`src/rtl/block_dialect_weight_decoder_defines.svh`:
```
// Assertion helpers shared by the decoder RTL.
// Both expect clk and rst_n in scope.
`ifndef BLOCK_DIALECT_WEIGHT_DECODER_DEFINES_SVH
`define BLOCK_DIALECT_WEIGHT_DECODER_DEFINES_SVH

// Same-cycle implication.
`define BDWD_ASSERT_NOW(label, ante, cons) \
    label: assert property (@(posedge clk) disable iff (!rst_n) (ante) |-> (cons)) \
        else $error("bdwd assertion failed");

// Next-cycle implication.
`define BDWD_ASSERT_NEXT(label, ante, cons) \
    label: assert property (@(posedge clk) disable iff (!rst_n) (ante) |=> (cons)) \
        else $error("bdwd assertion failed");

`endif

```
`src/rtl/bdwd_pkg.sv`:
```
package bdwd_pkg;

    localparam int PAIRS_PER_BLOCK = 16;

    // byte positions inside a block
    localparam logic [4:0] POS_HDR0  = 5'd0;
    localparam logic [4:0] POS_HDR1  = 5'd1;
    localparam logic [4:0] POS_FIRST = 5'd2;
    localparam logic [4:0] POS_LAST  = 5'(PAIRS_PER_BLOCK + 1);

    localparam logic [6:0] MAG_MAX = 7'd127;

    localparam logic [3:0] DIALECT_TABLE [16][8] = '{
        '{4'd0, 4'd1, 4'd2, 4'd3, 4'd4, 4'd4,  4'd4,  4'd4},
        '{4'd0, 4'd1, 4'd2, 4'd3, 4'd3, 4'd3,  4'd4,  4'd4},
        '{4'd0, 4'd1, 4'd2, 4'd3, 4'd4, 4'd5,  4'd5,  4'd5},
        '{4'd0, 4'd1, 4'd2, 4'd3, 4'd3, 4'd4,  4'd5,  4'd5},
        '{4'd0, 4'd1, 4'd2, 4'd3, 4'd4, 4'd5,  4'd6,  4'd6},
        '{4'd0, 4'd1, 4'd2, 4'd3, 4'd4, 4'd4,  4'd6,  4'd6},
        '{4'd0, 4'd1, 4'd2, 4'd3, 4'd4, 4'd5,  4'd6,  4'd7},
        '{4'd0, 4'd1, 4'd2, 4'd3, 4'd4, 4'd5,  4'd7,  4'd7},
        '{4'd0, 4'd1, 4'd2, 4'd3, 4'd4, 4'd6,  4'd7,  4'd8},
        '{4'd0, 4'd1, 4'd2, 4'd3, 4'd4, 4'd6,  4'd8,  4'd8},
        '{4'd0, 4'd1, 4'd2, 4'd3, 4'd4, 4'd6,  4'd8,  4'd10},
        '{4'd0, 4'd1, 4'd2, 4'd3, 4'd4, 4'd6,  4'd10, 4'd10},
        '{4'd0, 4'd1, 4'd2, 4'd3, 4'd4, 4'd6,  4'd10, 4'd12},
        '{4'd0, 4'd1, 4'd2, 4'd3, 4'd4, 4'd6,  4'd12, 4'd12},
        '{4'd0, 4'd1, 4'd2, 4'd3, 4'd4, 4'd6,  4'd12, 4'd15},
        '{4'd0, 4'd1, 4'd2, 4'd3, 4'd4, 4'd6,  4'd13, 4'd15}
    };

    // one packed byte plus the block context it decodes under
    typedef struct packed {
        logic [7:0] codes;
        logic [3:0] table_sel;
        logic [4:0] exponent;
        logic       last;
    } pair_t;

endpackage

```
`src/rtl/block_dialect_weight_decoder.sv`:
```
// out_valid rises once a packed byte has passed the input register and then the result register.
// Throughput: one byte per cycle while in_stall is low; header bytes yield no result.
// Two register stages (input, result); both move unless the result is stalled.
// Reset (async, active low) clears block position, table, exponent and valids;
// the first byte after reset is taken as a block header.
`include "block_dialect_weight_decoder_defines.svh"

module block_dialect_weight_decoder
    import bdwd_pkg::*;
(
    input  logic              clk,
    input  logic              rst_n,
    input  logic              in_valid,
    output logic              in_stall,
    input  logic        [7:0] block_byte,
    output logic              out_valid,
    input  logic              out_stall,
    output logic signed [7:0] weight_first,
    output logic signed [7:0] weight_second,
    output logic              block_last
);

    logic              advance;
    logic              pair_valid;
    pair_t             pair;
    logic signed [7:0] dec_first, dec_second;

    logic              out_valid_reg, out_valid_next;
    logic signed [7:0] first_reg, second_reg;
    logic              last_reg;

    assign advance = !out_valid_reg || !out_stall;

    bdwd_front u_front (
        .clk        (clk),
        .rst_n      (rst_n),
        .in_valid   (in_valid),
        .in_stall   (in_stall),
        .block_byte (block_byte),
        .advance    (advance),
        .pair_valid (pair_valid),
        .pair       (pair)
    );

    bdwd_decode u_dec_hi (
        .code      (pair.codes[7:4]),
        .table_sel (pair.table_sel),
        .exponent  (pair.exponent),
        .weight    (dec_first)
    );

    bdwd_decode u_dec_lo (
        .code      (pair.codes[3:0]),
        .table_sel (pair.table_sel),
        .exponent  (pair.exponent),
        .weight    (dec_second)
    );

    assign out_valid_next = advance ? pair_valid : out_valid_reg;

    always_ff @(posedge clk or negedge rst_n)
    begin
        if (!rst_n)
        begin
            out_valid_reg <= 1'b0;
        end
        else
        begin
            out_valid_reg <= out_valid_next;
        end
    end

    always_ff @(posedge clk)
    begin
        if (advance && pair_valid)
        begin
            first_reg  <= dec_first;
            second_reg <= dec_second;
            last_reg   <= pair.last;
        end
    end

    assign out_valid     = out_valid_reg;
    assign weight_first  = first_reg;
    assign weight_second = second_reg;
    assign block_last    = last_reg;

    // saturation keeps weights symmetric: -128 never appears
    `BDWD_ASSERT_NOW(a_no_min_weight, out_valid_reg,
        first_reg != 8'sh80 && second_reg != 8'sh80)
    `BDWD_ASSERT_NOW(a_stall_cause, in_stall, out_stall && out_valid_reg)

endmodule

```
`src/rtl/bdwd_decode.sv`:
```
module bdwd_decode
    import bdwd_pkg::*;
(
    input  logic              [3:0] code,
    input  logic              [3:0] table_sel,
    input  logic              [4:0] exponent,
    output logic signed       [7:0] weight
);

    logic [3:0]  mag_tab;
    logic [4:0]  shift;
    logic [4:0]  rounded;
    logic [10:0] shifted;
    logic [6:0]  mag;
    logic [7:0]  mag8;

    always_comb
    begin
        mag_tab = DIALECT_TABLE[table_sel][code[2:0]];
        shift   = exponent - 5'd1;
        rounded = {1'b0, mag_tab} + 5'd1;
        shifted = {7'd0, mag_tab} << shift[2:0];

        if (exponent == 5'd0)
        begin
            mag = {3'd0, rounded[4:1]};
        end
        else if (mag_tab == 4'd0)
        begin
            mag = 7'd0;
        end
        else if (shift >= 5'd7)
        begin
            mag = MAG_MAX;
        end
        else if (shifted > {4'd0, MAG_MAX})
        begin
            mag = MAG_MAX;
        end
        else
        begin
            mag = shifted[6:0];
        end

        mag8   = {1'b0, mag};
        // negative zero folds to zero naturally
        weight = code[3] ? $signed(8'(-mag8)) : $signed(mag8);
    end

endmodule

```
`src/rtl/bdwd_front.sv`:
```
`include "block_dialect_weight_decoder_defines.svh"

module bdwd_front
    import bdwd_pkg::*;
(
    input  logic       clk,
    input  logic       rst_n,
    input  logic       in_valid,
    output logic       in_stall,
    input  logic [7:0] block_byte,
    input  logic       advance,
    output logic       pair_valid,
    output pair_t      pair
);

    logic [4:0] pos_reg, pos_next;
    logic [3:0] table_reg, table_next;
    logic [4:0] exp_reg, exp_next;
    logic       pair_valid_reg, pair_valid_next;
    pair_t      pair_reg, pair_next;
    logic       accept;

    assign in_stall   = pair_valid_reg && !advance;
    assign accept     = in_valid && !in_stall;
    assign pair_valid = pair_valid_reg;
    assign pair       = pair_reg;

    always_comb
    begin
        pos_next        = pos_reg;
        table_next      = table_reg;
        exp_next        = exp_reg;
        pair_valid_next = advance ? 1'b0 : pair_valid_reg;
        pair_next       = pair_reg;

        if (accept)
        begin
            case (pos_reg)
                POS_HDR0:
                begin
                    table_next = block_byte[7:4];
                    exp_next   = {block_byte[3:0], 1'b0};
                    pos_next   = POS_HDR1;
                end
                POS_HDR1:
                begin
                    exp_next = {exp_reg[4:1], block_byte[7]};
                    pos_next = POS_FIRST;
                end
                default:
                begin
                    pair_valid_next     = 1'b1;
                    pair_next.codes     = block_byte;
                    pair_next.table_sel = table_reg;
                    pair_next.exponent  = exp_reg;
                    pair_next.last      = (pos_reg >= POS_LAST);
                    pos_next            = (pos_reg >= POS_LAST) ? POS_HDR0
                                                                : pos_reg + 5'd1;
                end
            endcase
        end
    end

    always_ff @(posedge clk or negedge rst_n)
    begin
        if (!rst_n)
        begin
            pos_reg        <= POS_HDR0;
            table_reg      <= 4'd0;
            exp_reg        <= 5'd0;
            pair_valid_reg <= 1'b0;
        end
        else
        begin
            pos_reg        <= pos_next;
            table_reg      <= table_next;
            exp_reg        <= exp_next;
            pair_valid_reg <= pair_valid_next;
        end
    end

    always_ff @(posedge clk)
    begin
        pair_reg <= pair_next;
    end

    `BDWD_ASSERT_NOW(a_pos_range, 1'b1, pos_reg <= POS_LAST)
    `BDWD_ASSERT_NEXT(a_block_wrap, accept && pos_reg == POS_LAST,
        pos_reg == POS_HDR0 && pair_valid_reg && pair_reg.last)
    `BDWD_ASSERT_NOW(a_last_at_hdr, pair_valid_reg && pair_reg.last, pos_reg == POS_HDR0)

endmodule

```
`config.mk`:
```
export PLATFORM = sky130hd
export DESIGN_NAME = block_dialect_weight_decoder
export DESIGN_NICKNAME = d
export VERILOG_FILES = /design/src/rtl/bdwd_pkg.sv /design/src/rtl/block_dialect_weight_decoder.sv /design/src/rtl/bdwd_decode.sv /design/src/rtl/bdwd_front.sv
export VERILOG_INCLUDE_DIRS = /design/src /design/src/rtl
export SDC_FILE = /design/constraint.sdc
export NUM_CORES = 1
export LEC_CHECK = 0
export BUFFER_PORTS_ARGS = -buffer_cell sky130_fd_sc_hd__buf_2
export CORE_MARGIN = 5
export CORE_UTILIZATION = 35
export DETAILED_ROUTE_END_ITERATION = 7
export PLACE_DENSITY_LB_ADDON = 0.1
export SKIP_CTS_REPAIR_TIMING = 1
export SLEW_MARGIN = 20
export SYNTH_ARGS = -nofsm -noshare
export SYNTH_HDL_FRONTEND = slang
export SYNTH_SLANG_ARGS = --single-unit
```
`constraint.sdc`:
```
create_clock -name clk -period 4.6 [get_ports clk]
set_clock_uncertainty 0.15 [all_clocks]
set_input_delay 0.69 -clock clk [delete_from_list [all_inputs] [get_ports clk]]
set_output_delay 0.69 -clock clk [all_outputs]
set_load 0.005 [all_outputs]
```
==> Yosys cells after proc, flatten, opt, wreduce, memory -nomap -nowiden <==
Memory sizes are Yosys's and may differ from the RTL's.
Cells that the tools add are included.
{ "totals": {"in_bits": 12, "ram_bits": 0, "output_inout_bits": 19, "word_cells": 79, "n_memories": 1, "mem_bits_ro": 512, "latch_bits": 0, "reg_bits": 51} }
{ "op_classes": {"n_reduce_logical": 18, "n_mux": 24, "eq_ne": 1, "magnitude_cmp": 7, "add_sub_neg": 6, "div_mod_pow": 0, "multipliers": 0, "n_bitwise": 5, "shifts": 2} }
{ "memory_table": {"columns": ["name", "words", "width", "read_ports", "rd_clocked_by_memory_dff", "wr", "line", "text"], "rows": [
  ["(no name shown)", 16, 32, 1, 0, 0, "bdwd_decode.sv:19", "mag_tab = DIALECT_TABLE[table_sel][code[2:0]];"]
]} }
{ "ops": {"columns": ["op", "count"], "rows": [
  ["2-to-1 mux 7 bit", 10],
  ["2-to-1 mux 32 bit", 2],
  ["binary-select mux 4 bit (select 3 bit)", 2],
  ["greater-than comparator 11 x 7 -> 1 bit (second input constant)", 2],
  ["left shift 4 x 3 -> 11 bit", 2],
  ["one-hot mux 5 bit (2 select lines)", 2],
  ["2-to-1 mux 4 bit", 4],
  ["negation 7 -> 8 bit", 2],
  ["adder 4 x 1 -> 5 bit (second input constant)", 2],
  [">= comparator 5 bit (second input constant)", 2],
  ["zero test 5 bit", 2],
  [">= comparator 4 bit (second input constant)", 2],
  ["zero test 4 bit", 2],
  ["inverter 3 -> 4 bit", 2],
  ["AND reduction 2 bit", 3],
  ["adder 5 x 1 -> 5 bit (second input constant)", 1],
  ["equality test 5 x 1 -> 1 bit (second input constant)", 1],
  [">= comparator 5 x 3 -> 1 bit (second input constant)", 1],
  ["2-to-1 mux 5 bit", 1],
  ["inverter 4 -> 5 bit", 1],
  ["subtractor 5 x 1 -> 5 bit (second input constant)", 1],
  ["zero test 1 bit", 4],
  ["logical AND 1 bit", 3],
  ["2-to-1 mux 1 bit", 3],
  ["5 further kinds", 6]
]} }

==> Depth between registers and ports, before layout <==
{ "depth": {"ltp_word": 15, "ltp_mapped": 16, "depth_no_buf": 16} }

==> Hierarchy <==
Synthesis repeated with hierarchy kept, for this count alone.
{ "unflattened": {"hier_cells": 416, "area_unflattened_um2": 4174.0} }
{ "modules_own_cells": {"columns": ["module", "instances", "cells_per_inst", "area_each_um2", "seq_area_each_um2"], "rows": [
  ["bdwd_front", 1, 86, 1318.8, 915.9],
  ["bdwd_decode (u_dec_lo)", 1, 150, 1166.1, 0.0],
  ["bdwd_decode (u_dec_hi)", 1, 159, 1131.1, 0.0],
  ["block_dialect_weight_decoder", 1, 21, 558.0, 535.5]
]} }

==> Least setup slack after synthesis <==
Ideal clock, no wire load.
{ "synth_timing": {"path_type": "register to register", "start": "reg u_front.pair_reg, in the netlist u_front.pair[7]", "end": "reg second_reg[1], in the netlist weight_second[1], data pin", "synth_period_minus_slack_ns": 3.521, "path_buffers": 0, "setup_time_ns": 0.260, "setup_slack_ns": 1.079, "t_required_ns": 4.190, "stages_incl_launch_ff": 15, "arrival_ns": 3.111, "cell_sequence": "edfxtp_1 -> inv_1 -> ha_1 -> or3_1 -> a21boi_1 -> o31a_1 -> or2_1 -> inv_2 -> ha_1 -> nand2_1 -> o21ai_0 -> a221oi_2 -> inv_1 -> ha_1 -> mux2_2"} }
{ "synth_via": {"elab_chain_len": 15, "word_cells_on_any_way": 17, "cone_classes": "add/sub (2); order compare (1); shift (1); mux (10); bitwise (1); reduce/logical (1); memory (1)"} }
{ "synth_lines": {"columns": ["item", "line", "text"], "rows": [
  ["start, declared", "bdwd_front.sv:20", "pair_t pair_reg, pair_next;"],
  ["start signal, assigned", "bdwd_front.sv:84", "pair_reg <= pair_next;"],
  ["inverter 4 -> 5 bit (not written as such) *", "bdwd_decode.sv:19", null],
  ["memory (16 x 32 bit) *", null, null],
  ["2-to-1 mux 32 bit * (2 in series)", null, null],
  ["binary-select mux 4 bit (select 3 bit) *", "bdwd_decode.sv:19", null],
  ["2-to-1 mux 4 bit (not written as such) * (2 in series)", "bdwd_decode.sv:19", null],
  ["left shift 4 x 3 -> 11 bit", "bdwd_decode.sv:22", "shifted = {7'd0, mag_tab} << shift[2:0];"],
  ["greater-than comparator 11 x 7 -> 1 bit", "bdwd_decode.sv:36", "else if (shifted > {4'd0, MAG_MAX})"],
  ["2-to-1 mux 7 bit", "bdwd_decode.sv:36", null],
  ["2-to-1 mux 7 bit", "bdwd_decode.sv:32", "else if (shift >= 5'd7)"],
  ["2-to-1 mux 7 bit", "bdwd_decode.sv:28", "else if (mag_tab == 4'd0)"],
  ["2-to-1 mux 7 bit *", "bdwd_decode.sv:24", "if (exponent == 5'd0)"],
  ["negation 7 -> 8 bit", "bdwd_decode.sv:47", "weight = code[3] ? $signed(8'(-mag8)) : $signed(mag8);"],
  ["2-to-1 mux 7 bit *", "bdwd_decode.sv:47", null],
  ["named net dec_second[1]", "block_dialect_weight_decoder.sv:26", "logic signed [7:0] dec_first, dec_second;"],
  ["end signal, assigned", "block_dialect_weight_decoder.sv:78", "second_reg <= dec_second;"],
  ["end, declared", "block_dialect_weight_decoder.sv:29", "logic signed [7:0] first_reg, second_reg;"]
]} }
Mark *: on every way through the listed nets, which the timed path passes. The rest lies on a longest branch. The select of a mux whose other input is x is not followed.
A chain may end at the register's enable or synchronous reset.

==> Final worst setup path <==
{ "layout_timing": {"start": "reg u_front.pair_reg, in the netlist u_front.pair[7]", "end": "reg second_reg[6], in the netlist weight_second[6], data pin"} }
The elaborated chain is that of the path after synthesis.

==> out/metrics.yaml <==
clocking:
  clock_sinks: 51
  clkLatencyLatePin_ps: 310
  htree_levels: 2
  clk_pin_slew_ps: 110
  cts_tree: "built"
  clockBufferDepth: 2
  cts_made_buffers: 5
  root_buffer: "clkbuf_8"
layout:
  post-route-util_pct: 39.5
  finalNetCount: 431
  drive_gt1_share_pct: 20.5
  final_common_cell: "nand2_1"
  final_cell_mix: "nand2_1 (40), edfxtp_1 (35), buf_2 (30)"
  area_growth_pct: 11.4
  diodes: 0
  largest_reg_flops: 18
floorplan:
  ioPinCount: 31
  die_h_um: 112
  core-area_um2: 10200
  row_count: 37
  die_w_um: 112
  initial_core_util_pct: 35.5
  design.die.area_um2: 12500
place:
  place_congestion: 0.832
  portBuffers: 30
  pre_cts_ws_ps: 763
  dpl.hpwl_mm: 6.52
critical_path:
  slowest_stage: "edfxtp_1"
  crit_start: "u_front.pair[7]$_DFFE_PP_"
  crit_required_ps: 4510
  r2r-start: "u_front.pair[7]$_DFFE_PP_"
  path_max_fanout: 7
  start_kind: "flip-flop"
  endpoint_kind: "flip-flop"
  worstPathCellList: "inv_1 -> ha_1 -> or3_1 -> a21boi_1 -> o31a_1 -> or2_1 -> inv_2 -> ha_1 -> nand2_1 -> o21ai_0 -> a221oi_2 -> inv_1 -> ha_1 -> inv_1 -> o41ai_2 -> xor2_1"
  worst_ep_arrival_time_ps: 3800
  setup.worst_path.class: "flip-flop to flip-flop"
  critPathMaxStageDelay_ps: 500
drt:
  totalWireLength_mm: 8.44
  drt-pass1-iter-count: 4
  drc: 0
  vias: 2932
  ant_nets: 0
  via_per_inst: 5.43
  wl_per_cell_um: 15.6
  drt_iter0_drc: 188
synthesis:
  yosysWarningCount: 0
  netlist_area_um2: 3630
  synth_cells: 372
  synth_edf_count: 35
  async_flop_share_pct: 31.4
  ys_ff_latch: 51
  ys_types: 80
  syn_avg_cell_area_um2: 9.75
  syn-num-nets: 400
  synthFlopType: "edfxtp_1"
  yosysSeqAreaShare_pct: 40.0
global_route:
  grt_pass1_vias: 2782
  grt_first_pass_wirelength_mm: 14.0
  grt_max_degree: 24
  grt.total_usage_pct: 13.6
  grt_remaining_overflow: 0
  antenna_found_initial: 0
timing:
  finalCritPeriodShare_pct: 84.5
  rsz0062_at_grt: "false"
  period_needed_ps: 3890
  setup-tns-final_ps: 0
  slew_violations: 0
  fin_ws_ps: 711
  whs_ps: 128
  hold_viol_final: 0
  fmax_mhz: 257
  slew_headroom_pct: 34.8
  setup_viol: 0
  worst_slew_pin_slew_ps: 972
pwr:
  powerDensity_nw_per_um2: 791
  leakage_nw: 1.54
  power_w: 0.00320
  max-vdd-ir-drop_mv: 0.230
run_status:
  status: "completed"
run:
  cap_violations: 0
worst_hold_path:
  hold_path.class: "primary input to asynchronous set/reset pin"
cell families (layout without fill, tap and decap cells):
logic type,after synthesis,count (layout),share of synthesized area (%)
DFF,51,51,40.0
and+or+nand+nor,118,118,16.9
adders and majority gates,16,16,5.52
xor gates and xnor gates,16,16,3.86
AOI/OAI and AO/OA,117,117,25.3
muxes,11,11,3.38
buffers and inverters,43,75,5.07
power breakdown:
group          switching (W)  leakage, nW  total (W)  internal [W]
combinational        0.00118        0.966    0.00195      0.000765
sequential          0.000176        0.528   0.000969      0.000793
clock               0.000170       0.0502   0.000284      0.000113
total                0.00153         1.54    0.00320       0.00167
per-stage QoR:
stage                     area (um2)  instances
after floorplan                 3630        372
after global placement          3940        532
after detailed placement        3940        532
after CTS                       4040        540
after global routing            4040        540
final                           4040        540
path summary, 6_finish.rpt:
kind | endpoint | cells past startpoint | slack (ps)
min in group clk | block_last$_DFFE_PP_ | 0 | 300
worst max-delay path | weight_second[6]$_DFFE_PP_ | 16 | 710
max in group asynchronous | u_front.table_reg[0]$_DFFE_PN0P_ | 1 | 3880
worst max register to register | weight_second[6]$_DFFE_PP_ | 16 | 710
worst min-delay path | u_front.pos_reg[3]$_DFFE_PN0P_ | 1 | 130
worst min register to register | block_last$_DFFE_PP_ | 0 | 300
final cells by class:
type	instances	area [um2]
well taps	136	170
multi-input cells	278	2000
clock inverters	3	28.8
flip-flops and latches	51	1450
repair buffers	40	225
fillers	997	6190
clock buffers	5	68.8
inverters	27	101
synthesized netlist by cell type (9+ instances only):
library cell | number | share of area (%)
nor2_1 | 18 | 1.9
nor3_1 | 10 | 1.4
nand2_1 | 40 | 4.1
mux2_2 | 9 | 2.8
inv_1 | 25 | 2.6
ha_1 | 16 | 5.5
o21ai_0 | 20 | 2.8
edfxtp_1 | 35 | 29
a31oi_1 | 13 | 2.2
dfrtp_1 | 16 | 11
xnor2_1 | 9 | 2.2
nand3_1 | 9 | 1.2
critical path, delay by kind of cell, from the launching register on:
family	cells	cell delay, ps
adder cells (fa/ha/maj)	3	700
AO/OA/AOI/OAI	5	1070
XOR/XNOR	1	150
buffers and inverters	4	430
flip-flops	1	500
AND/OR/NAND/NOR	3	630
layer usage:
metal  GRT usage, %  up-vias  wire length, um
li1               -     1460                -
met1           18.9     1363             3990
met2           21.5       95             3870
met3           2.07       14              426
met4           4.62        0              148
met5              0        -                0
Power figures use the tool's default switching activity.
